===== src/gcd_pkg.sv =====
`timescale 1ns / 1ps
`default_nettype none
package gcd_pkg;

  // iteration counts
  localparam int CORDIC_STEPS = 32;
  localparam int STEP_W = 6;
  localparam int SQ_STEPS = 31;
  localparam int ANG_LAT = 5;
  localparam int LAT = 1 + ANG_LAT + CORDIC_STEPS + 3 + SQ_STEPS + CORDIC_STEPS + 2;

  // datapath widths
  localparam int CW = 34;
  localparam int PW = 2 * CW;
  localparam int ROOT_W = 31;
  localparam int RAD_W = 62;
  localparam int REM_W = 34;

  // fixed-point constants
  localparam logic signed [CW-1:0] GAIN = CW'(652032874);
  localparam logic signed [CW-1:0] Q_ONE = CW'(1073741824);
  localparam logic signed [PW-1:0] RND_P = PW'(536870912);
  localparam logic [31:0] DEG_LO = 32'd3753943213;
  localparam logic signed [32:0] TURN_U = 33'sd3600000000;
  localparam logic signed [32:0] HALF_U = 33'sd1800000000;
  localparam logic signed [32:0] QUART_U = 33'sd900000000;
  localparam logic [30:0] DIST_MAX = 31'd2010619298;
  localparam logic [29:0] RAD100_RST = 30'd637100000;

  // atan(2^-i) in Q4.30
  function automatic logic signed [CW-1:0] atan_q30(input logic [STEP_W-1:0] i);
    logic signed [CW-1:0] r;
    case (i)
      6'd0: r = CW'(843314857);
      6'd1: r = CW'(497837829);
      6'd2: r = CW'(263043837);
      6'd3: r = CW'(133525159);
      6'd4: r = CW'(67021687);
      6'd5: r = CW'(33543516);
      6'd6: r = CW'(16775851);
      6'd7: r = CW'(8388437);
      6'd8: r = CW'(4194283);
      6'd9: r = CW'(2097149);
      6'd10: r = CW'(1048576);
      default: begin
        if (i <= 6'd30) r = CW'(1) <<< (6'd30 - i);
        else r = '0;
      end
    endcase
    return r;
  endfunction

endpackage
`default_nettype wire


===== src/gcd_rot_cell.sv =====
`timescale 1ns / 1ps
`default_nettype none
module gcd_rot_cell (
  input  logic                              clk,
  input  logic [gcd_pkg::STEP_W-1:0]        step,
  input  logic signed [gcd_pkg::CW-1:0]     x_in,
  input  logic signed [gcd_pkg::CW-1:0]     y_in,
  input  logic signed [gcd_pkg::CW-1:0]     z_in,
  output logic signed [gcd_pkg::CW-1:0]     x,
  output logic signed [gcd_pkg::CW-1:0]     y,
  output logic signed [gcd_pkg::CW-1:0]     z
);

  logic signed [gcd_pkg::CW-1:0] xs, ys, at;

  assign xs = x_in >>> step;
  assign ys = y_in >>> step;
  assign at = gcd_pkg::atan_q30(step);

  // rotate toward z = 0
  always_ff @(posedge clk) begin
    if (z_in >= 0) begin
      x <= x_in - ys;
      y <= y_in + xs;
      z <= z_in - at;
    end else begin
      x <= x_in + ys;
      y <= y_in - xs;
      z <= z_in + at;
    end
  end

endmodule
`default_nettype wire


===== config.mk =====
export PLATFORM = sky130hd
export DESIGN_NAME = gcd_rot_cell
export DESIGN_NICKNAME = d
export VERILOG_FILES = /design/src/gcd_pkg.sv /design/src/gcd_rot_cell.sv
export SDC_FILE = /design/constraint.sdc
export NUM_CORES = 1
export LEC_CHECK = 0
export BUFFER_PORTS_ARGS = -buffer_cell sky130_fd_sc_hd__buf_2
export CORE_AREA = 2 2 226 139
export CTS_CLUSTER_SIZE = 14
export DETAILED_ROUTE_END_ITERATION = 10
export DIE_AREA = 0 0 228 141
export HOLD_SLACK_MARGIN = 0.03
export PLACE_DENSITY = 0.72
export SLEW_MARGIN = 20
export SYNTH_ARGS = -nofsm -noshare
export SYNTH_HDL_FRONTEND = slang
export SYNTH_SLANG_ARGS = --single-unit

===== constraint.sdc =====
create_clock -name clk -period 7.45 [get_ports clk]
set_input_delay 0.745 -clock clk [delete_from_list [all_inputs] [get_ports clk]]
set_output_delay 0.745 -clock clk [all_outputs]
set_load 0.03 [all_outputs]

==> flow_metrics.env <==
export IMPL_cts_max_path_buffers=2
export IMPL_start_kind="input port"
export IMPL_syn_nets=2018
export IMPL_max_stage_delay_ns=0.55
export IMPL_nNetsFinal=2201
export IMPL_p_int_w=0.00189
export IMPL_insertedDiodeCount=0
export IMPL_routedWlPerCell_um=24.3
export IMPL_post_route_period_util=0.906
export IMPL_ant_nets=0
export IMPL_hpwl_um=46200
export IMPL_antenna_found_initial=2
export IMPL_ys_ff_latch=102
export IMPL_die_y_um=141
export IMPL_cp_cell_sequence="buf_6, mux2_1, mux4_2, mux2_4, o221ai_1, nand4_1, nand3b_1, o41ai_1, xor2_1, ha_1, a211oi_1, nand2_1, a211oi_1, a21bo_2, o2111ai_1, and3_1, a2111o_1, o311ai_0, nand3_1, o311ai_0"
export IMPL_syn_area_um2=14900
export IMPL_fin_ws_ns=0.702
export IMPL_cts_sinks=102
export IMPL_multi_input_area_um2=12200
export IMPL_fp_dieW_um=228
export IMPL_clockRootBuffer="clkbuf_16"
export IMPL_post_cts_buffers=0
export IMPL_pwr_share_comb=0.629
export IMPL_drt_iter0_drc=2231
export IMPL_place_congestion=1.02
export IMPL_worstPathRequired_ns=7.73
export IMPL_finalSetupTns_ns=0
export IMPL_async_flop_share=0
export IMPL_io_pins=211
export IMPL_die_area_um2=32100
export IMPL_path_clk_slew_ns=0.07
export IMPL_drt_first_pass_iters=6
export IMPL_area_growth_pct=12.6
export IMPL_syn_area_per_cell_um2=8.27
export IMPL_seq_area_frac_synth=0.137
export IMPL_endpoint_kind="flop"
export IMPL_grt_ovfl_total=0
export IMPL_min_path_cells=2
export IMPL_cts_hold_buffers=0
export IMPL_synth_cell_types=98
export IMPL_grt_max_degree=57
export IMPL_seqPwrFrac=0.225
export IMPL_ys_warn_count=0
export IMPL_yosysTopAreaCell="mux4_2"
export IMPL_rows=50
export IMPL_drc=0
export IMPL_drv_slew=0
export IMPL_switchingPower_w=0.00177
export IMPL_syn_inst=1804
export IMPL_power_leakage_nw=7.11
export IMPL_post_route_min_period_ns=6.75
export IMPL_relSlewSlack=0.332
export IMPL_core_um2=30400
export IMPL_post_cts_resized=0
export IMPL_p_clk_frac=0.146
export IMPL_wl_um=58500
export IMPL_netlist_area_leader_share=0.137
export IMPL_drive_above_1_share=0.224
export IMPL_synth_edf_count=0
export IMPL_fill_cells=2854
export IMPL_portBuffers=210
export IMPL_cpMaxStageDelayCell="mux4_2"
export IMPL_swShare=0.484
export IMPL_htree_levels=3
export IMPL_critPathKind="in2reg"
export IMPL_hold_start="y_in[0]"
export IMPL_post_place_ws_ns=0.454
export IMPL_maxCapViolCount=0
export IMPL_cts_buffers=9
export IMPL_ys_flop_type="dfxtp_1"
export IMPL_cts_tree="built"
export IMPL_setup_worst_path_start="step[0]"
export IMPL_routed_via_density=6.58
export IMPL_finalHoldViolCount=0
export IMPL_grt_pass1_wl_um=88700
export IMPL_yosys_top_cells_area="mux4_2, dfxtp_1, ha_1"
export IMPL_start_util=0.491
export IMPL_status="finished clean"
export IMPL_critical_path_arrival_ns=7.03
export IMPL_grt_usage=0.357
export IMPL_regArea_um2=2040
export IMPL_tightest_slew_ns=0.998
export IMPL_peakVddDrop_v=0.000167
export IMPL_holdWs_ns=0.632
export IMPL_cp_max_fo=56
export IMPL_final_setup_viol_count=0
export IMPL_hp_class="in2reg"
export IMPL_grt_pass1_vias=14681
export IMPL_max_freq_mhz=148
export IMPL_power_density_nw_per_um2=218
export IMPL_rsz0062_at_grt="no"
export IMPL_num_vias=15835
## logic make-up after synthesis
family,synth area share
compound gates,0.243
xor+xnor,0.0975
fa+ha+maj,0.0896
buf+inv,0.0476
flops,0.137
mux,0.219
simple gates,0.167
## area by class of cell
cell class / instances / area share
clock inverter: 5 / 0.00492
clock buffer: 10 / 0.0142
sequential: 102 / 0.122
inverter: 50 / 0.0112
multi-input combinational: 1552 / 0.725
timing repair buffer: 272 / 0.0925
tap: 416 / 0.0310
## cell usage after synthesis, types with 5 or more instances
master / count
nand2_1: 164
nor2_1: 163
a21oi_1: 141
o21ai_0: 113
xnor2_1: 109
dfxtp_1: 102
ha_1: 102
mux4_2: 91
mux2i_1: 78
xor2_1: 57
inv_1: 48
a21o_1: 46
nand3_1: 44
clkbuf_1: 40
o21a_1: 33
buf_2: 31
mux2_2: 30
nand2b_1: 26
a211oi_1: 23
o211ai_1: 21
o31ai_1: 21
a31oi_1: 20
nor3_1: 19
and2_1: 16
buf_1: 16
nor2b_1: 16
and3_1: 15
a221oi_1: 12
o21bai_1: 12
or2_2: 11
a22oi_1: 8
nand4_1: 8
o2111ai_1: 8
o22ai_1: 8
buf_6: 7
nand3b_1: 7
o221ai_1: 7
or3_1: 7
a211o_1: 6
nor4_1: 6
o31a_1: 6
o2bb2ai_1: 5
o32ai_1: 5
## metal layers
metal	track usage	wire length, µm	vias up
li1	-	-	7148
met1	0.530	25900	7446
met2	0.475	22500	1149
met3	0.139	8920	92
met4	0.0839	1170	0
met5	0	0	-
## layout by cell type, fill, tap and decap left out, types with 8 or more instances in the layout
cell,count
buf_2,207
nand2_1,164
nor2_1,163
a21oi_1,141
o21ai_0,113
xnor2_1,109
ha_1,102
dfxtp_1,102
mux4_2,91
mux2i_1,78
buf_4,62
xor2_1,57
inv_1,47
a21o_1,46
nand3_1,44
o21a_1,33
mux2_2,30
nand2b_1,26
a211oi_1,23
o211ai_1,21
o31ai_1,21
a31oi_1,20
nor3_1,19
nor2b_1,16
and2_1,16
and3_1,15
a221oi_1,12
o21bai_1,12
or2_2,11
clkbuf_16,9
o22ai_1,8
a22oi_1,8
nand4_1,8
o2111ai_1,8
## worst paths after layout
path	endpoint	slack (ns)
max	x[32]$_DFF_P_	0.70
min	y[0]$_DFF_P_	0.63
## power groups by stage
stage	logic, W	clock network (W)	registers (W)
6_report	0.00230	0.000534	0.000823
5_1_grt	0.00245	0.000571	0.000845
4_1_cts	0.00226	0.000549	0.000825
2_1_floorplan	0.00114	0	0.00131
3_5_place_dp	0.00224	0	0.000835
3_3_place_gp	0.00222	0	0.000831
## sequential cells by signal (all words and copies together), names as in the netlist
signal,count
y,34
z,34
x,34
## worst max-delay path, delay by kind of cell
kind | cells | cell delay (ns)
compound gates | 9 | 2.90
xor+xnor | 1 | 0.23
fa+ha+maj | 1 | 0.30
buf+inv | 1 | 0.45
mux | 3 | 1.32
simple gates | 5 | 0.98
## metrics by stage
| step | area (µm²) | util | total power, W | std cells |
|---|---|---|---|---|
| after floorplan | 14900 | - | 0.00245 | 1804 |
| after global placement | 16500 | 0.542 | 0.00305 | 2392 |
| after detailed placement | 16500 | 0.542 | 0.00308 | 2392 |
| after CTS | 16800 | 0.552 | 0.00363 | 2407 |
| after global routing | 16800 | 0.552 | 0.00387 | 2407 |
| final | 16800 | 0.552 | 0.00365 | 2407 |
Note: power is estimated with default switching activity, not from simulation.
