## config.mk

```make
export PLATFORM = sky130hd
export DESIGN_NAME = gcd_angle
export DESIGN_NICKNAME = d
export VERILOG_FILES = /design/src/gcd_pkg.sv /design/src/gcd_angle.sv
export SDC_FILE = /design/constraint.sdc
export NUM_CORES = 1
export LEC_CHECK = 0
export ABC_AREA = 1
export ABC_CLOCK_PERIOD_IN_PS = 8000
export BUFFER_PORTS_ARGS = -buffer_cell sky130_fd_sc_hd__buf_2
export CAP_MARGIN = 30
export CORE_UTILIZATION = 30
export CTS_CLUSTER_DIAMETER = 200
export CTS_CLUSTER_SIZE = 14
export DETAILED_ROUTE_END_ITERATION = 10
export HOLD_SLACK_MARGIN = 0.08
export PLACE_DENSITY = 0.52
export SYNTH_ARGS = -nofsm -noshare
export SYNTH_HDL_FRONTEND = slang
export SYNTH_SLANG_ARGS = --single-unit
```

## constraint.sdc

```tcl
create_clock -name clk -period 8 [get_ports clk]
set_input_delay 1.6 -clock clk [delete_from_list [all_inputs] [get_ports clk]]
set_output_delay 1.6 -clock clk [all_outputs]
set_load 0.05 [all_outputs]
```

## src/gcd_pkg.sv

```systemverilog
`timescale 1ns / 1ps
`default_nettype none
package gcd_pkg;

  // iteration counts
  localparam int CORDIC_STEPS = 32;
  localparam int STEP_W = 6;
  localparam int SQ_STEPS = 31;
  localparam int ANG_LAT = 5;
  localparam int LAT = 1 + ANG_LAT + CORDIC_STEPS + 3 + SQ_STEPS + CORDIC_STEPS + 2;

  // datapath widths
  localparam int CW = 34;
  localparam int PW = 2 * CW;
  localparam int ROOT_W = 31;
  localparam int RAD_W = 62;
  localparam int REM_W = 34;

  // fixed-point constants
  localparam logic signed [CW-1:0] GAIN = CW'(652032874);
  localparam logic signed [CW-1:0] Q_ONE = CW'(1073741824);
  localparam logic signed [PW-1:0] RND_P = PW'(536870912);
  localparam logic [31:0] DEG_LO = 32'd3753943213;
  localparam logic signed [32:0] TURN_U = 33'sd3600000000;
  localparam logic signed [32:0] HALF_U = 33'sd1800000000;
  localparam logic signed [32:0] QUART_U = 33'sd900000000;
  localparam logic [30:0] DIST_MAX = 31'd2010619298;
  localparam logic [29:0] RAD100_RST = 30'd637100000;

  // atan(2^-i) in Q4.30
  function automatic logic signed [CW-1:0] atan_q30(input logic [STEP_W-1:0] i);
    logic signed [CW-1:0] r;
    case (i)
      6'd0: r = CW'(843314857);
      6'd1: r = CW'(497837829);
      6'd2: r = CW'(263043837);
      6'd3: r = CW'(133525159);
      6'd4: r = CW'(67021687);
      6'd5: r = CW'(33543516);
      6'd6: r = CW'(16775851);
      6'd7: r = CW'(8388437);
      6'd8: r = CW'(4194283);
      6'd9: r = CW'(2097149);
      6'd10: r = CW'(1048576);
      default: begin
        if (i <= 6'd30) r = CW'(1) <<< (6'd30 - i);
        else r = '0;
      end
    endcase
    return r;
  endfunction

endpackage
`default_nettype wire

```

## src/gcd_angle.sv

```systemverilog
`timescale 1ns / 1ps
`default_nettype none
module gcd_angle (
  input  logic                           clk,
  input  logic                           half,
  input  logic signed [32:0]             u_in,
  output logic signed [gcd_pkg::CW-1:0]  rad,
  output logic                           flip
);

  logic signed [32:0] w1, w2;
  logic signed [32:0] w_c, f_c;
  logic               f2, f3, f4;
  logic               f_fl;
  logic [30:0]        mag3, mag4;
  logic               neg3, neg4;
  logic [62:0]        plo;
  logic [64:0]        sum;
  logic [30:0]        r;

  // wrap into one turn
  always_comb begin
    w_c = u_in;
    if (u_in >= gcd_pkg::HALF_U) w_c = u_in - gcd_pkg::TURN_U;
    else if (u_in < -gcd_pkg::HALF_U) w_c = u_in + gcd_pkg::TURN_U;
  end

  // fold full angles into +-90 degrees
  always_comb begin
    f_c = w1;
    f_fl = 1'b0;
    if (!half && w1 > gcd_pkg::QUART_U) begin
      f_c = w1 - gcd_pkg::HALF_U;
      f_fl = 1'b1;
    end else if (!half && w1 < -gcd_pkg::QUART_U) begin
      f_c = w1 + gcd_pkg::HALF_U;
      f_fl = 1'b1;
    end
  end

  // degrees to radians: mag * (2^32 + DEG_LO), rounded
  always_comb begin
    sum = {2'b00, mag4, 32'b0} + {2'b00, plo} + (half ? 65'd4294967296 : 65'd2147483648);
    r = half ? sum[63:33] : sum[62:32];
  end

  always_ff @(posedge clk) begin
    w1 <= w_c;
    w2 <= f_c;
    f2 <= f_fl;
    neg3 <= w2[32];
    mag3 <= w2[32] ? 31'(-w2) : w2[30:0];
    f3 <= f2;
    plo <= 63'(mag3) * 63'(gcd_pkg::DEG_LO);
    mag4 <= mag3;
    neg4 <= neg3;
    f4 <= f3;
    rad <= neg4 ? -gcd_pkg::CW'(r) : gcd_pkg::CW'(r);
    flip <= f4;
  end

endmodule
`default_nettype wire

```

==> flow_summary_export.csv <==
group,metric,value,unit
drt,dr_wl_met3,3.05,mm
floorplan,dieHeight,308,um
sta,skew,0.0277,ns
sta,slew_headroom,0.378,
drt,avgViaCountPerCell,4.57,
drt,drt-met1-wl,39.4,mm
setup_path,worst_ep_required_time,8.45,ns
clock_tree,cts_setup_buffers,0,
global_route,groute.usage.overall,0.184,
hold_path,worstHoldStart,"f3$_DFF_P_",
global_route,grt_first_pass_wirelength,133,mm
setup_path,reg2reg_to,"plo[57]$_DFF_P_",
clock_tree,clk_latency,0.53,ns
placement,port-buffer-count,69,
logic_synthesis,ys_types,53,
final_layout,syn_to_final_growth,8.69,%
sta,min_period,7.14,ns
placement,dpl_cell_area,30000,um^2
logic_synthesis,synth-seq-area-share,0.142,
clock_tree,cts_buffer_depth,2,
logic_synthesis,synth.avg_cell_area,7.82,um^2
setup_path,rrSetupSlack,0.86,ns
floorplan,core_area,92200,um^2
floorplan,io_pins,70,
drt,drc,0,
sta,tightestPinTransition,0.924,ns
floorplan,rows,111,
setup_path,cp-start-kind,"flop",
job,cap_violations,0,
placement,dp_slack,0.857,ns
drt,drtIter0Drc,1314,
global_route,grt_max_degree,43,
final_layout,drive_above_1_share,0.0527,
floorplan,dieArea,95000,um^2
sta,fin_crit_sh,0.893,
global_route,grt_overflow,0,
drt,wl,84.6,mm
final_layout,fin_nets,4486,
logic_synthesis,ys_seq_elements,199,
final_layout,finalInstanceArea,30600,um^2
drt,met2_length,40.5,mm
floorplan,start_util,0.305,
setup_path,timing_worst_setup_path_type,"reg -> reg",
hold_path,hold_end,"f4$_DFF_P_",
clock_tree,cts_inserted_buffers,17,
sta,slew_viol_final,0,
hold_path,hold_depth,0,
clock_tree,cts_hold_buf,0,
placement,hpwl,75.2,mm
setup_path,cp-end-kind,"flop",
logic_synthesis,yosysTopAreaCell,"fa_1",
setup_path,r2r-start,"mag3[7]$_DFF_P_",
final_layout,diodes,0,
drt,via_count,22500,
global_route,antenna_found_initial,1,
clock_tree,cts-htree-levels,4,
drt,wl_per_cell,17.2,um
clock_tree,cts.sinks,199,
setup_path,cp_max_fo,6,
logic_synthesis,synth_edf_count,0,
drt,final_antenna_net_count,0,
logic_synthesis,syn_inst,3599,
logic_synthesis,synthesis.area,28100,um^2
logic_synthesis,syn_nets,4420,
clock_tree,cts.clk_slew.worst_paths,0.10,ns
sta,fmax,0.140,GHz
floorplan,die_x,308,um
setup_path,r2r_cells,23,
clock_tree,cts_resized,0,
sta,fin_ws,0.857,ns
clock_tree,cts_root_buf,"clkbuf_16",
logic_synthesis,synth_top_area_frac,0.226,
run_status,status,"finished clean",
sta,setup_tns,0,ns
global_route,grt_pass1_vias,23400,
logic_synthesis,synth_top_flop_cell,"dfxtp_1",
logic_synthesis,ys_warn_count,0,
sta,rsz0062_at_grt,"no",
hold_path,hold_path.class,"reg -> reg",
drt,routed.top_layer,"met4",
setup_path,cp-startpoint,"mag3[7]$_DFF_P_",
placement,gp_congestion,0.943,
clock_tree,cts_tree,"built",
setup_path,crit_arrival,7.59,ns
drt,dr.pass1.iters,5,
logic_synthesis,async_flop_share,0,
sta,finalSetupViolCount,0,
logic_synthesis,ys_top_cells_by_area,"fa_1, ha_1, dfxtp_1",
sta,hold_viol_final,0,
## metal layers
metal | vias to the layer above | global-route usage
met4 | 0 | 0.0457
met5 | - | 0
met3 | 74 | 0.0254
met2 | 392 | 0.318
li1 | 11400 | -
met1 | 10600 | 0.239
## registers in the layout (all words and copies together) (netlist names)
signal	flops
w2	32
f3	1
w1	33
mag4	29
neg3	1
neg4	1
f4	1
mag3	31
f2	1
plo	34
flip	1
rad	34
## worst max path at each step
stage                      end  slack [ns]  cells after the start
6_report       plo[57]$_DFF_P_        0.86                     23
3_5_place_dp   plo[57]$_DFF_P_        0.86                     23
4_1_cts        plo[57]$_DFF_P_        0.81                     23
3_3_place_gp   plo[57]$_DFF_P_        0.89                     23
5_1_grt        plo[51]$_DFF_P_        0.42                     25
2_1_floorplan  plo[51]$_DFF_P_        1.53                     25
## worst max-delay path, cell delays in order, from the launching register on
cell      delay [ns]
dfxtp_1         0.54
inv_1           0.17
fa_1            0.52
inv_1           0.24
fa_1            0.48
fa_1            0.51
inv_1           0.05
fa_1            0.49
fa_1            0.51
inv_1           0.05
fa_1            0.46
fa_1            0.55
inv_1           0.06
fa_1            0.52
inv_1           0.04
ha_1            0.37
nand2_1         0.12
a21oi_1         0.07
nor2_1          0.13
o21ai_0         0.17
a21oi_1         0.16
nand3_1         0.25
a221oi_1        0.43
xor2_1          0.17
## synthesized netlist by cell type, types with 24 or more instances
| master | instances |
|---|---|
| inv_1 | 836 |
| nand2_1 | 658 |
| ha_1 | 469 |
| fa_1 | 317 |
| nor2_1 | 218 |
| nand3_1 | 200 |
| dfxtp_1 | 199 |
| a21oi_1 | 129 |
| xor2_1 | 113 |
| o21ai_0 | 107 |
| nand4_1 | 31 |
| xnor2_1 | 27 |
| nand2_2 | 26 |
| buf_2 | 24 |
| nor3_1 | 24 |
## stage by stage
stage	hold WS (ns)	std cells	utilization
floorplan	0.310	3599	-
global placement	0.314	4889	0.325
detailed placement	0.313	4889	0.325
CTS	0.334	4921	0.332
global route	0.343	4921	0.332
finish	0.332	4921	0.332
## placed cells by master, fill, tap and decap left out, drive strengths merged, types with 2 or more instances in the layout
cell      count
ha          469
buf          88
nand3       210
o221ai        2
nor3         25
a21o         13
o2111ai       4
or2           6
clkinv       11
and3          3
nand2       684
a21oi       130
xor2        113
o211ai       11
fa          317
nor4         22
nand4        32
a221oi        4
inv         852
o21ai       122
o21bai       12
clkinvlp      2
dfxtp       199
nor2        234
clkbuf       17
nand3b        4
o22ai        12
a31oi        22
o21a          6
and2          2
a22o          3
xnor2        27
a21boi        7
o31ai         7
## layout make-up
cell class                      instances  area (um^2)
Inverter                              850         3190
Fill cell                           10100        61600
Multi-Input combinational cell       2509        20800
Clock inverter                         15          170
Sequential cell                       199         3980
Clock buffer                           17          425
Timing Repair Buffer                   88          488
Tap cell                             1243         1560
## logic make-up after synthesis
logic type,Yosys count,synth area share
XOR/XNOR,140,0.0436
buffers and inverters,891,0.120
AO/OA/AOI/OAI,361,0.0740
AND/OR/NAND/NOR,1222,0.186
flip-flops,199,0.142
adder cells (fa/ha/maj),786,0.434
Power is not shown: default switching activity piles up to over one toggle a cycle in this logic, so the estimate is an artifact.
