`src/gcd_pkg.sv`:
```
`timescale 1ns / 1ps
`default_nettype none
package gcd_pkg;

  // iteration counts
  localparam int CORDIC_STEPS = 32;
  localparam int STEP_W = 6;
  localparam int SQ_STEPS = 31;
  localparam int ANG_LAT = 5;
  localparam int LAT = 1 + ANG_LAT + CORDIC_STEPS + 3 + SQ_STEPS + CORDIC_STEPS + 2;

  // datapath widths
  localparam int CW = 34;
  localparam int PW = 2 * CW;
  localparam int ROOT_W = 31;
  localparam int RAD_W = 62;
  localparam int REM_W = 34;

  // fixed-point constants
  localparam logic signed [CW-1:0] GAIN = CW'(652032874);
  localparam logic signed [CW-1:0] Q_ONE = CW'(1073741824);
  localparam logic signed [PW-1:0] RND_P = PW'(536870912);
  localparam logic [31:0] DEG_LO = 32'd3753943213;
  localparam logic signed [32:0] TURN_U = 33'sd3600000000;
  localparam logic signed [32:0] HALF_U = 33'sd1800000000;
  localparam logic signed [32:0] QUART_U = 33'sd900000000;
  localparam logic [30:0] DIST_MAX = 31'd2010619298;
  localparam logic [29:0] RAD100_RST = 30'd637100000;

  // atan(2^-i) in Q4.30
  function automatic logic signed [CW-1:0] atan_q30(input logic [STEP_W-1:0] i);
    logic signed [CW-1:0] r;
    case (i)
      6'd0: r = CW'(843314857);
      6'd1: r = CW'(497837829);
      6'd2: r = CW'(263043837);
      6'd3: r = CW'(133525159);
      6'd4: r = CW'(67021687);
      6'd5: r = CW'(33543516);
      6'd6: r = CW'(16775851);
      6'd7: r = CW'(8388437);
      6'd8: r = CW'(4194283);
      6'd9: r = CW'(2097149);
      6'd10: r = CW'(1048576);
      default: begin
        if (i <= 6'd30) r = CW'(1) <<< (6'd30 - i);
        else r = '0;
      end
    endcase
    return r;
  endfunction

endpackage
`default_nettype wire

```
`src/gcd_sqrt_cell.sv`:
```
`timescale 1ns / 1ps
`default_nettype none
module gcd_sqrt_cell (
  input  logic                           clk,
  input  logic [gcd_pkg::REM_W-1:0]      rem_in,
  input  logic [gcd_pkg::ROOT_W-1:0]     root_in,
  input  logic [gcd_pkg::RAD_W-1:0]      rad_in,
  output logic [gcd_pkg::REM_W-1:0]      rem,
  output logic [gcd_pkg::ROOT_W-1:0]     root,
  output logic [gcd_pkg::RAD_W-1:0]      rad
);

  logic [gcd_pkg::REM_W-1:0] rem_sh, trial;

  // one root bit per cell
  assign rem_sh = {rem_in[gcd_pkg::REM_W-3:0], rad_in[gcd_pkg::RAD_W-1 -: 2]};
  assign trial = {1'b0, root_in, 2'b01};

  always_ff @(posedge clk) begin
    rad <= {rad_in[gcd_pkg::RAD_W-3:0], 2'b00};
    if (rem_sh >= trial) begin
      rem <= rem_sh - trial;
      root <= {root_in[gcd_pkg::ROOT_W-2:0], 1'b1};
    end else begin
      rem <= rem_sh;
      root <= {root_in[gcd_pkg::ROOT_W-2:0], 1'b0};
    end
  end

endmodule
`default_nettype wire

```
`config.mk`:
```
export PLATFORM = sky130hd
export DESIGN_NAME = gcd_sqrt_cell
export DESIGN_NICKNAME = d
export VERILOG_FILES = /design/src/gcd_pkg.sv /design/src/gcd_sqrt_cell.sv
export SDC_FILE = /design/constraint.sdc
export NUM_CORES = 1
export LEC_CHECK = 0
export BUFFER_PORTS_ARGS = -buffer_cell sky130_fd_sc_hd__buf_2
export CAP_MARGIN = 20
export CORE_MARGIN = 2
export CORE_UTILIZATION = 43
export DETAILED_ROUTE_END_ITERATION = 8
export PLACE_DENSITY = 0.76
export SYNTH_ARGS = -nofsm -noshare
export SYNTH_HDL_FRONTEND = slang
export SYNTH_SLANG_ARGS = --single-unit
export TNS_END_PERCENT = 1
```
`constraint.sdc`:
```
create_clock -name clk -period 3.5 [get_ports clk]
set_clock_uncertainty 0.05 [all_clocks]
set_input_delay 0.525 -clock clk [delete_from_list [all_inputs] [get_ports clk]]
set_output_delay 0.525 -clock clk [all_outputs]
set_load 0.01 [all_outputs]
```
==> results by stage <==
Outcome:
- The flow ran to the end, and the final reports show no timing, DRC or antenna violations.

Pwr:
- The share of total power dissipated in combinational logic is 0.188.
- The analysis attributes to net switching a power of roughly 1.2 mW.
- Summed over all cells, the static leakage comes to between 3 and 4 nW.
- The internal power of the cells totals 3.12 mW.
- The part of the power in the clock network is 0.439.
- The sequential share of power is 0.373.
- IR analysis of the VDD net gives a maximum drop of approximately 0.00045 V.
- The fraction of power spent switching nets is 0.275.
- The total power of the final layout is around 4.3 mW.
- Power spread over the standard cell area amounts to around 620 nW/um2.

Setup path:
- The startpoint-to-endpoint class of the critical path is primary input to register.
- For this run, the slowest stage of the critical path takes ~520 ps.
- For the worst setup path, the data required time is ~3800 ps.
- For this design, the slowest cell found on the critical path is inv_2.
- The worst setup path is captured at a register.
- At the worst endpoint, the arrival time is 3080 ps.
- The critical path goes through buf_2 > inv_1 > ha_1 > nand4_1 > a211oi_1 > o31ai_2 > a21oi_2 > o211a_4 > o21ai_4 > inv_2 > and4_1 > nor3_1.
- The largest fanout of any net on the critical path is 38.
- The kind of start point of the critical path is a primary input.

Synth:
- The portion of synthesized cell area occupied by the leading cell type is 0.505.
- Sorting the synthesized cells by area gives the leading types as dfxtp_1 (50%), ha_1 (8.3%), a21oi_1 (4.0%).
- The number of enable-type register cells in the synthesized netlist is 0.
- Counting flops and latches in the post-synthesis netlist gives around 130.
- In the synthesized netlist the async set-or-reset flop fraction comes to 0.
- The post-synthesis area per instance is approximately 10 um2.
- The sequential area share after synthesis is 0.505.
- After synthesis, the netlist uses between 50 and 60 different library cells.
- The Yosys step of the flow raised 0 warnings.
- For this run, the leading register cell type out of synthesis is dfxtp_1.
- The post-synthesis instance area is just under 5000 um2.
- The cell taking the most area after synthesis is dfxtp_1.
- Synthesis handed over a netlist of roughly 510 instances.

Layout:
- With fillers left out, the area of the finished cells amounts to roughly 7000 um2.
- The number of antenna cells inserted is 0.
- The final layout contains 927 nets.
- The layout overhead on the synthesized area is 40.1%.
- In the final layout, the share of cells above drive strength 1 is 0.392.
- The finished layout holds 922 standard cells, fillers aside.

Route:
- The iteration count of the initial detailed-routing pass is 5.
- The number of vias in the routed layout is 4676.
- The first routing iteration left 240 violations.
- After detailed routing, the average wire length per cell comes to between 15 and 20 um.
- The antenna violation net count after detailed routing is 0.
- The total wire length is about 14000 um.
- In the routed layout, each cell is associated on average with a via count of about 5.1.
- In the routed design, unresolved DRC markers number 0.

Placed design:
- The quantity of I/O buffers inserted on ports is between 200 and 300.
- After detailed placement, the design holds a cell count of 890.
- The congestion estimate from routability-driven global placement came to 0.865.
- After detailed placement, the total cell area comes to around 6300 um2.
- Detailed placement finished with a half-perimeter wire length of about 11000 um.

Clocking:
- The tree built by TritonCTS fans out to roughly 130 sinks.
- The buffer count from post-CTS setup fixing is 0.
- The H-tree generated during clock tree synthesis spans 4 levels.
- The number of clock buffers inserted by TritonCTS is 17.
- The number of resized instances in the post-cts repair step is 0.
- The clock root buffer is clkbuf_16.
- The clock-pin slew on the worst setup and hold paths is roughly 60 ps.
- The number of hold buffers added after CTS was 0.
- TritonCTS built the clock tree.
- The clock passes through at most 2 buffers.

GRT:
- The initial antenna violation count is 0.
- For this run, the total global-route usage over all layers was measured as 0.225.
- The first global-routing pass estimated 22200 um of wire.
- The pin count of the biggest net entering global routing is 39.
- The final global-route overflow total is 0.
- For this run, global-route usage on met1 was measured as 0.242.
- In the global route stage, met2 resource usage came out at 0.412.
- The via count of the first global-routing pass is approximately 4500.
- The most used routing layer in global routing is met2.
- The routing usage on met3 is 0.0474.

Worst hold path:
- In this run the worst hold path is classified as primary input to register.
- Along the worst hold path, the cell count comes to 1.

Floorplan:
- The initial utilization of the core area, before any placement, comes to 0.438.
- Pin placement for this block handled around 260 I/O pins.
- The die covers between 10000 and 15000 um2.
- From bottom edge to top edge, the die measures around 110 um.
- The number of placement rows is 39.
- The horizontal die dimension is 111 um.
- In this run the standard cell core region covers around 11000 um2.

STA:
- At the pin with the least slew margin, the transition time is roughly 700 ps.
- After routing, the total negative slack on setup checks comes to 0 ps.
- The clock period minus worst slack is about 2800 ps.
- In the finished design, the share of the clock period the worst path needs comes to 0.808.
- The count of pins over their slew limit is 0.
- The headroom to the max-slew limit is 0.535.
- The tightest hold path in the finished design has a slack of about 150 ps.
- Setup violations remaining at the end of the flow were counted as 0.
- The final hold violation count is 0.
- The achievable clock frequency is approximately 350 MHz.
- Setup repair after global routing left no endpoint under its margin.

Flow run:
- Max-cap violations in this run came to 0.
## routing by layer
layer | share of wire | vias up
li1 | - | 2290
met1 | 0.38 | 2135
met2 | 0.52 | 214
met3 | 0.064 | 37
met4 | 0.035 | 0
met5 | 0 | -
## power by group through the flow
stage | combinational [mW] | sequential, mW | clock (mW)
6_report | 0.810 | 1.60 | 1.89
5_1_grt | 0.893 | 1.62 | 1.99
4_1_cts | 0.811 | 1.61 | 1.93
3_5_place_dp | 0.805 | 1.64 | 0
3_3_place_gp | 0.796 | 1.63 | 0
2_1_floorplan | 0.423 | 1.72 | 0
## placed cells by master, fill, tap and decap left out, types with 3 or more instances in the layout
cell,n
o31ai_1,6
a21oi_2,4
and3_1,5
clkinv_4,5
o21ai_0,22
and4_1,3
buf_2,250
xnor2_1,10
a31oi_1,4
nand2_1,37
or3_1,6
nor2_1,38
o211ai_1,5
nand4_1,6
nor3_1,10
inv_6,3
dfxtp_1,125
inv_1,43
nand2b_1,4
a21o_1,16
o21a_1,4
a21oi_1,40
ha_1,33
clkbuf_16,17
xor2_1,12
buf_4,4
nand3_1,13
bufinv_16,4
a211oi_1,7
## worst paths after layout
path        from  endpoint  slack (ps)
max   root_in[8]   rem[26]         670
min   rad_in[44]   rad[46]         150
## flip-flops by register name (all words and copies together) (netlist names)
register / count
rad: 60
rem: 34
root: 31
## cell type report
class                   instances  area, um2
repair buffers                254       1280
flip-flops and latches        125       2500
inverters                      44        165
clock buffers                  18        429
fillers                       970       4380
multi-input cells             324       2180
clock inverters                14        209
well taps                     143        179
## cell families after synthesis
kind of cell	count (synthesis)	synth area share
compound gates	133	0.184
xor+xnor	22	0.0389
fa+ha+maj	33	0.0833
buf+inv	60	0.0563
flops	125	0.505
mux	3	0.00631
other cells	1	0.000757
simple gates	131	0.126
## through the flow
step                setup slack (ps)  utilization
floorplan                        805            -
global route                     435        0.613
detailed placement               248        0.557
global placement                 266        0.557
CTS                              683        0.613
finish                           673        0.613
## worst max-delay path: cells and delay by family
| kind | cells | cell delay, ps |
|---|---|---|
| AND/OR/NAND/NOR | 3 | 500 |
| adder cells (fa/ha/maj) | 1 | 390 |
| AO/OA/AOI/OAI | 5 | 1010 |
| buffers and inverters | 3 | 650 |
## cell usage after synthesis (3+ instances only)
cell type,instances
nand4_1,6
a21oi_1,40
or3_1,6
a31oi_1,4
ha_1,33
buf_4,4
nor2_1,38
inv_1,43
xnor2_1,10
o31ai_1,6
o211ai_1,5
o21a_1,4
and4_1,3
xor2_1,12
nor3_1,10
a21oi_2,4
buf_6,5
nand2b_1,4
and3_1,5
clkbuf_1,6
nand3_1,13
a21o_1,16
a211oi_1,7
o21ai_0,22
nand2_1,37
dfxtp_1,125
Note: power is estimated with default switching activity, not from simulation.
