**config.mk**
```make
export PLATFORM = sky130hd
export DESIGN_NAME = gcd_vec_cell
export DESIGN_NICKNAME = d
export VERILOG_FILES = /design/src/gcd_pkg.sv /design/src/gcd_vec_cell.sv
export SDC_FILE = /design/constraint.sdc
export NUM_CORES = 1
export LEC_CHECK = 0
export BUFFER_PORTS_ARGS = -buffer_cell sky130_fd_sc_hd__buf_4
export CAP_MARGIN = 20
export CORE_MARGIN = 10
export CORE_UTILIZATION = 31
export DETAILED_ROUTE_END_ITERATION = 6
export SETUP_SLACK_MARGIN = 0.2
export SLEW_MARGIN = 20
export SYNTH_ARGS = -nofsm -noshare
export SYNTH_HDL_FRONTEND = slang
export SYNTH_SLANG_ARGS = --single-unit
```
**constraint.sdc**
```tcl
create_clock -name clk -period 11.3 [get_ports clk]
set_input_delay 1.13 -clock clk [delete_from_list [all_inputs] [get_ports clk]]
set_output_delay 1.13 -clock clk [all_outputs]
set_load 0.05 [all_outputs]
```
**src/gcd_pkg.sv**
```systemverilog
`timescale 1ns / 1ps
`default_nettype none
package gcd_pkg;

  // iteration counts
  localparam int CORDIC_STEPS = 32;
  localparam int STEP_W = 6;
  localparam int SQ_STEPS = 31;
  localparam int ANG_LAT = 5;
  localparam int LAT = 1 + ANG_LAT + CORDIC_STEPS + 3 + SQ_STEPS + CORDIC_STEPS + 2;

  // datapath widths
  localparam int CW = 34;
  localparam int PW = 2 * CW;
  localparam int ROOT_W = 31;
  localparam int RAD_W = 62;
  localparam int REM_W = 34;

  // fixed-point constants
  localparam logic signed [CW-1:0] GAIN = CW'(652032874);
  localparam logic signed [CW-1:0] Q_ONE = CW'(1073741824);
  localparam logic signed [PW-1:0] RND_P = PW'(536870912);
  localparam logic [31:0] DEG_LO = 32'd3753943213;
  localparam logic signed [32:0] TURN_U = 33'sd3600000000;
  localparam logic signed [32:0] HALF_U = 33'sd1800000000;
  localparam logic signed [32:0] QUART_U = 33'sd900000000;
  localparam logic [30:0] DIST_MAX = 31'd2010619298;
  localparam logic [29:0] RAD100_RST = 30'd637100000;

  // atan(2^-i) in Q4.30
  function automatic logic signed [CW-1:0] atan_q30(input logic [STEP_W-1:0] i);
    logic signed [CW-1:0] r;
    case (i)
      6'd0: r = CW'(843314857);
      6'd1: r = CW'(497837829);
      6'd2: r = CW'(263043837);
      6'd3: r = CW'(133525159);
      6'd4: r = CW'(67021687);
      6'd5: r = CW'(33543516);
      6'd6: r = CW'(16775851);
      6'd7: r = CW'(8388437);
      6'd8: r = CW'(4194283);
      6'd9: r = CW'(2097149);
      6'd10: r = CW'(1048576);
      default: begin
        if (i <= 6'd30) r = CW'(1) <<< (6'd30 - i);
        else r = '0;
      end
    endcase
    return r;
  endfunction

endpackage
`default_nettype wire

```
**src/gcd_vec_cell.sv**
```systemverilog
`timescale 1ns / 1ps
`default_nettype none
module gcd_vec_cell (
  input  logic                              clk,
  input  logic [gcd_pkg::STEP_W-1:0]        step,
  input  logic signed [gcd_pkg::CW-1:0]     x_in,
  input  logic signed [gcd_pkg::CW-1:0]     y_in,
  input  logic signed [gcd_pkg::CW-1:0]     z_in,
  output logic signed [gcd_pkg::CW-1:0]     x,
  output logic signed [gcd_pkg::CW-1:0]     y,
  output logic signed [gcd_pkg::CW-1:0]     z
);

  logic signed [gcd_pkg::CW-1:0] xs, ys, at;

  assign xs = x_in >>> step;
  assign ys = y_in >>> step;
  assign at = gcd_pkg::atan_q30(step);

  // rotate toward y = 0, accumulate angle
  always_ff @(posedge clk) begin
    if (y_in >= 0) begin
      x <= x_in + ys;
      y <= y_in - xs;
      z <= z_in + at;
    end else begin
      x <= x_in - ys;
      y <= y_in + xs;
      z <= z_in - at;
    end
  end

endmodule
`default_nettype wire

```
==> run summary, run 1 <==
Maximum fanout along the worst path = 53
Clock root buffer = clkbuf_16
RSZ-0062 raised after global routing = no
WL final = 68630 um
Clock share of power = 14.3%
DRC violations left = 0
Port Buffers = 210
Routability cong. = 1.016
Cts hold-fix bufs = 0
DR vias = 16000
Largest net degree at the start of global routing = 65
Synth async-reset ratio = 0%
Synth top area cells = dfxtp_1, mux4_2, ha_1, xnor2_1, mux2i_1
Area added between synthesis and finish = 15.76%
H-tree lvl count = 3
Inserted Clock Buffers = 9
GR Layer Usage met3 = 4.483%
Yosys top cell by area = dfxtp_1
Fin crit period = 7803 ps
Fin cells = 2631
Slew Limit Headroom = 21.41%
F_max = 128.2 MHz
Share of layout cells above drive strength 1 = 20.29%
Net Sw Frac = 51.09%
Die Area = 58060 sq um
CP Class = input port to flip-flop
I/O pin total = 211
Core area = 48050 sq um
Dpl cells = 2615
Most common cell after layout, fill and taps aside = buf_4
Drt pass-1 iters = 5
CP Cell Sequence = buf_4, buf_4, mux2_2, mux4_2, a211oi_1, and4_1, nand3_1, nor3_1, nand2_1, o31ai_1, xor2_1, ha_1, and4_1, nand2_1, or4b_2, a311oi_1, o21a_1, o21ai_0, nor2_1, o22ai_1, xnor2_1
Post-layout nets = 2225
GRT Util Overall = 23.06%
WL/cell = 26.08 um
Initial core utilization = 31.50%
First-pass GRT wire length = 101300 um
Final core utilization = 36.46%
Filler cell count in the final layout = 5004
Hold Crit Class = input port to flip-flop
Combinational Power Share = 65.6%
Status = completed
CTS tree = yes
Count of maximum capacitance violations = 0
Antenna cells = 0
Reg power frac = 20.1%
Sw power = 1.370 mW
GRT met1 Usage = 29.46%
Post-CTS setup buffers = 0
Synth top area share = 13.49%
Via density = 6.081
Clock Path Buffers = 2
Max-slew violation count = 0
DR iter-0 viols = 1669
Total Neg Setup Slack = 0 ps
Syn Nets = 2090
Post-CTS Resized = 0
Met2 Resource Use GR = 37.32%
ANT nets after route = 0
Seq/Total Area, Yosys = 13.49%
Critical Path Start Type = input port
Syn. warnings = 0
Width of the die = 241.0 um
Cell variety after synth = 89
Number of synthesized flops with an enable pin = 0
Int Pwr = 1.312 mW
Row cnt = 80
Syn Inst Count = 1876
Crit path largest cell delay = 730 ps
Crit-path slowest cell = a211oi_1
Vias in the first global route = 15740
Most frequent cells in the layout = buf_4, nand2_1, nor2_1
# setup viols final = 0
Initial antenna violation count = 0
Detail Placement HPWL = 53680 um
P_leak = 7.302 nW
TritonCTS sink count = 102
Total global routing overflow = 0
Fin. Hold Viols = 0
CP Capture Type = flip-flop
Die height = 241.0 um
Final worst-path cycle share = 69.06%
CP required = 11600 ps
Synthesized area = 15130 sq um
Worst-Margin Slew = 1174 ps
Clock-pin slew on the worst setup and hold paths = 80 ps
PwrDens = 153.1 nW/um^2
Mean Syn Cell Area = 8.067 sq um
Synth Flop Type = dfxtp_1
Synth Register Bits = 102
Gr busiest metal = met2
Max VDD drop = 0.0001341 V
Critical path data arrival time = 8110 ps
[power by group through the flow]
stage,registers (mW),logic [mW],clock network [mW]
5_1_grt,0.553,1.87,0.409
3_5_place_dp,0.549,1.75,0
4_1_cts,0.542,1.76,0.399
6_report,0.539,1.76,0.382
2_1_floorplan,1.04,0.726,0
3_3_place_gp,0.547,1.75,0
[flip-flops by register name, summed over array words and instances (netlist names)]
signal / count
x: 34
z: 34
y: 34
[synth_stat cells (7+ instances only)]
master and number:
nand3_1 47, nand2_1 174, a21oi_1 137, nand2b_1 31, and3_1 15, o211ai_1 23, o21ai_0 121, nor2_1 139
mux2_2 47, a22oi_1 15, o211a_1 7, o21bai_1 18, and2_1 14, nand4_1 12, xnor2_1 120, a221oi_1 12
inv_1 42, or2_2 14, mux2i_1 89, o31ai_1 18, nor3_1 35, nor4_1 9, buf_2 27, nor2b_1 23
o22ai_1 10, a211oi_1 24, buf_1 16, a21o_1 51, xor2_1 51, dfxtp_1 102, o21a_1 22, a31oi_1 26
buf_4 9, mux4_2 69, ha_1 102, a21boi_0 8, clkbuf_1 54, or3_1 15
[worst max-delay path: cells and delay by family]
kind / cells / cell delay [ps]
simple gates: 8 / 2390
xor+xnor: 2 / 250
buf+inv: 2 / 1060
fa+ha+maj: 1 / 440
compound gates: 6 / 1850
mux: 2 / 960
[area by class of cell]
cell class	instances	area [sq um]	area share, %
Timing Repair Buffer	236	1775	10.13
Clock buffer	9	225.2	1.286
Sequential cell	102	2042	11.66
Inverter	46	172.7	0.9856
Clock inverter	7	126.4	0.7213
Tap cell	615	769.5	4.392
Multi-Input combinational cell	1616	12410	70.83
[stage by stage]
step	setup WS [ps]	total power, mW	hold slack [ps]	cell area [sq um]
floorplan	4766	1.770	1260	15130
global placement	3345	2.294	1353	17160
detailed placement	3132	2.302	1356	17170
CTS	3575	2.701	926.8	17520
global route	2899	2.835	949.6	17520
finish	3497	2.682	954.6	17520
[final timing paths]
check	from	end	slack, ps	depth (start not counted)
max	step[2]	y[32]	3500	21
min	z_in[0]	z[0]	950	2
[routing by layer]
| layer | vias to the layer above | wire length, um | part of all wire (%) |
|---|---|---|---|
| met5 | - | 0 | 0 |
| li1 | 7337 | - | - |
| met4 | 0 | 2617 | 3.8 |
| met3 | 110 | 5639 | 8.2 |
| met2 | 799 | 32030 | 47 |
| met1 | 7754 | 28340 | 41 |
[logic make-up (layout without fill, tap and decap cells)]
logic type / count (synthesis) / count (layout) / share of synthesized area [%]
simple gates: 548 / 548 / 17.18
xor+xnor: 172 / 172 / 10.05
fa+ha+maj: 105 / 105 / 8.829
buf+inv: 158 / 298 / 4.663
flops: 102 / 102 / 13.49
mux: 206 / 206 / 19.75
compound gates: 585 / 585 / 26.03
Power figures use the tool's default switching activity.
==> inputs of run 2 (changes only) <==
- clock period: 11.3 -> 6.97 ns (I/O delays scaled with it)
==> run 2 against run 1 <==
  * Non-clock buffer count grew 145
  * Largest power group unchanged
  * Largest cell class unchanged
  * Count of clock-buffer cells in the layout increased by 1
  * Cell area up 6.4%
  * Combinational power rose by 70%
  * Setup slack lost 2800 ps
  * Critical endpoint is now x[32]
  * Highest routed layer unchanged
  * Sequential cell count unchanged
==> run summary, run 2 (synthesis gave the netlist of run 1 again) <==
Status = completed
Design Area, Final = 18640 sq um
Net Sw Frac = 50.58%
Worst path bufs/invs = 2
Combinational Power Share = 67.2%
Area added between synthesis and finish = 23.16%
Crit path largest cell delay = 530 ps
Reg power frac = 19.6%
PwrDens = 239.2 nW/um^2
Total global routing overflow = 0
Worst-Margin Slew = 989.7 ps
P_leak = 8.013 nW
Initial core utilization = 31.50%
Die height = 241.0 um
Placement Cell Area = 18310 sq um
Final core utilization = 38.79%
Tot Pwr = 4.458 mW
GRT Util Overall = 23.91%
Most common cell after layout, fill and taps aside = buf_4
DR iter-0 viols = 1382
DR vias = 16620
Row cnt = 80
Int Pwr = 2.203 mW
Share of layout cells above drive strength 1 = 25.59%
ANT nets after route = 0
Most frequent cells in the layout = buf_4, nand2_1, nor2_1, a21oi_1, o21ai_0
F_max = 158.9 MHz
Post-Place Setup Slack = 350.5 ps
H-tree lvl count = 3
Maximum fanout along the worst path = 36
Slew Limit Headroom = 33.78%
Hold Crit Class = input port to flip-flop
Via density = 5.987
DRC violations left = 0
Largest registers = x x34, y x34, z x34
Crit-path slowest cell = mux4_2
Inserted Clock Buffers = 9
CP Cell Sequence = buf_6, buf_12, mux4_2, mux2_2, o21ba_1, a311oi_2, o2111ai_1, or3_1, o21ai_0, xnor2_1, ha_1, a2111oi_0, o21ai_0, a41oi_1, o31a_1, or2_2, a21oi_1, a31oi_1, a31oi_1, xor2_1
Initial antenna violation count = 1
I/O pin total = 211
Critical path data arrival time = 6570 ps
Filler cell count in the final layout = 4988
Drt pass-1 iters = 6
Core area = 48050 sq um
CTS tree = yes
Max VDD drop = 0.0001642 V
CP required = 7250 ps
Sw power = 2.255 mW
Clock root buffer = clkbuf_16
Fin crit period = 6291 ps
Detail Placement HPWL = 57690 um
Final WS setup = 678.7 ps
Post-layout nets = 2370
Largest net degree at the start of global routing = 53
CP Capture Type = flip-flop
Critical Path Start Type = input port
Final worst-path cycle share = 90.26%
CP delay by family, top = compound AO/OA/AOI/OAI gates
First-pass GRT wire length = 104700 um
Post-CTS Resized = 0
Fin. Hold Viols = 0
Cts hold-fix bufs = 0
Routability cong. = 1.057
# setup viols final = 0
Count of maximum capacitance violations = 0
Clock share of power = 13.2%
WL/cell = 25.73 um
WL final = 71430 um
Die Area = 58060 sq um
RSZ-0062 raised after global routing = no
Total Neg Setup Slack = 0 ps
Antenna cells = 0
Clock-pin slew on the worst setup and hold paths = 70 ps
Clock Path Buffers = 2
Width of the die = 241.0 um
Post-CTS setup buffers = 0
TritonCTS sink count = 102
Port Buffers = 210
Max-slew violation count = 0
CP Class = input port to flip-flop
Vias in the first global route = 16390
## run 2: cell count changes in the layout (fill, tap and decap cells not counted), sizes merged
cell / change
buf: +145
bufinv: -1
clkbuf: +1
clkinv: -1
inv: +1
## run 2: path summary, 6_finish.rpt
path / slack [ps] / cells past startpoint / endpoint / start
max: 680 / 20 / x[32] / step[0]
min: 520 / 2 / z[0] / z_in[0]
## run 2: power by group through the flow
stage | Clock (mW) | Combinational [mW] | Sequential, mW
floorplan | 0 | 1.18 | 1.69
CTS | 0.614 | 2.99 | 0.880
detailed placement | 0 | 2.97 | 0.891
finish | 0.589 | 2.99 | 0.876
global route | 0.631 | 3.17 | 0.898
global placement | 0 | 2.96 | 0.888
## run 2: layout make-up
class	count	area, sq um	share of cell area (%)
multi-input cells	1616	12390	66.50
repair buffers	381	2927	15.70
flip-flops and latches	102	2042	10.96
well taps	615	769.5	4.128
clock buffers	10	239.0	1.282
inverters	46	176.4	0.9465
clock inverters	6	91.34	0.4900
## run 2: metrics by stage
step	hold WS, ps	cells
after CTS	499.5	2776
after global routing	521.4	2776
after global placement	921.3	2760
after detailed placement	929.4	2760
after floorplan	826.8	1876
final	517.7	2776
## run 2: per-layer routing
layer,part of all wire [%],vias up,GRT usage (%)
met3,8.1,129,4.962
li1,-,7631,-
met4,4.6,0,11.20
met2,46,763,38.84
met5,0,-,0
met1,41,8096,29.81
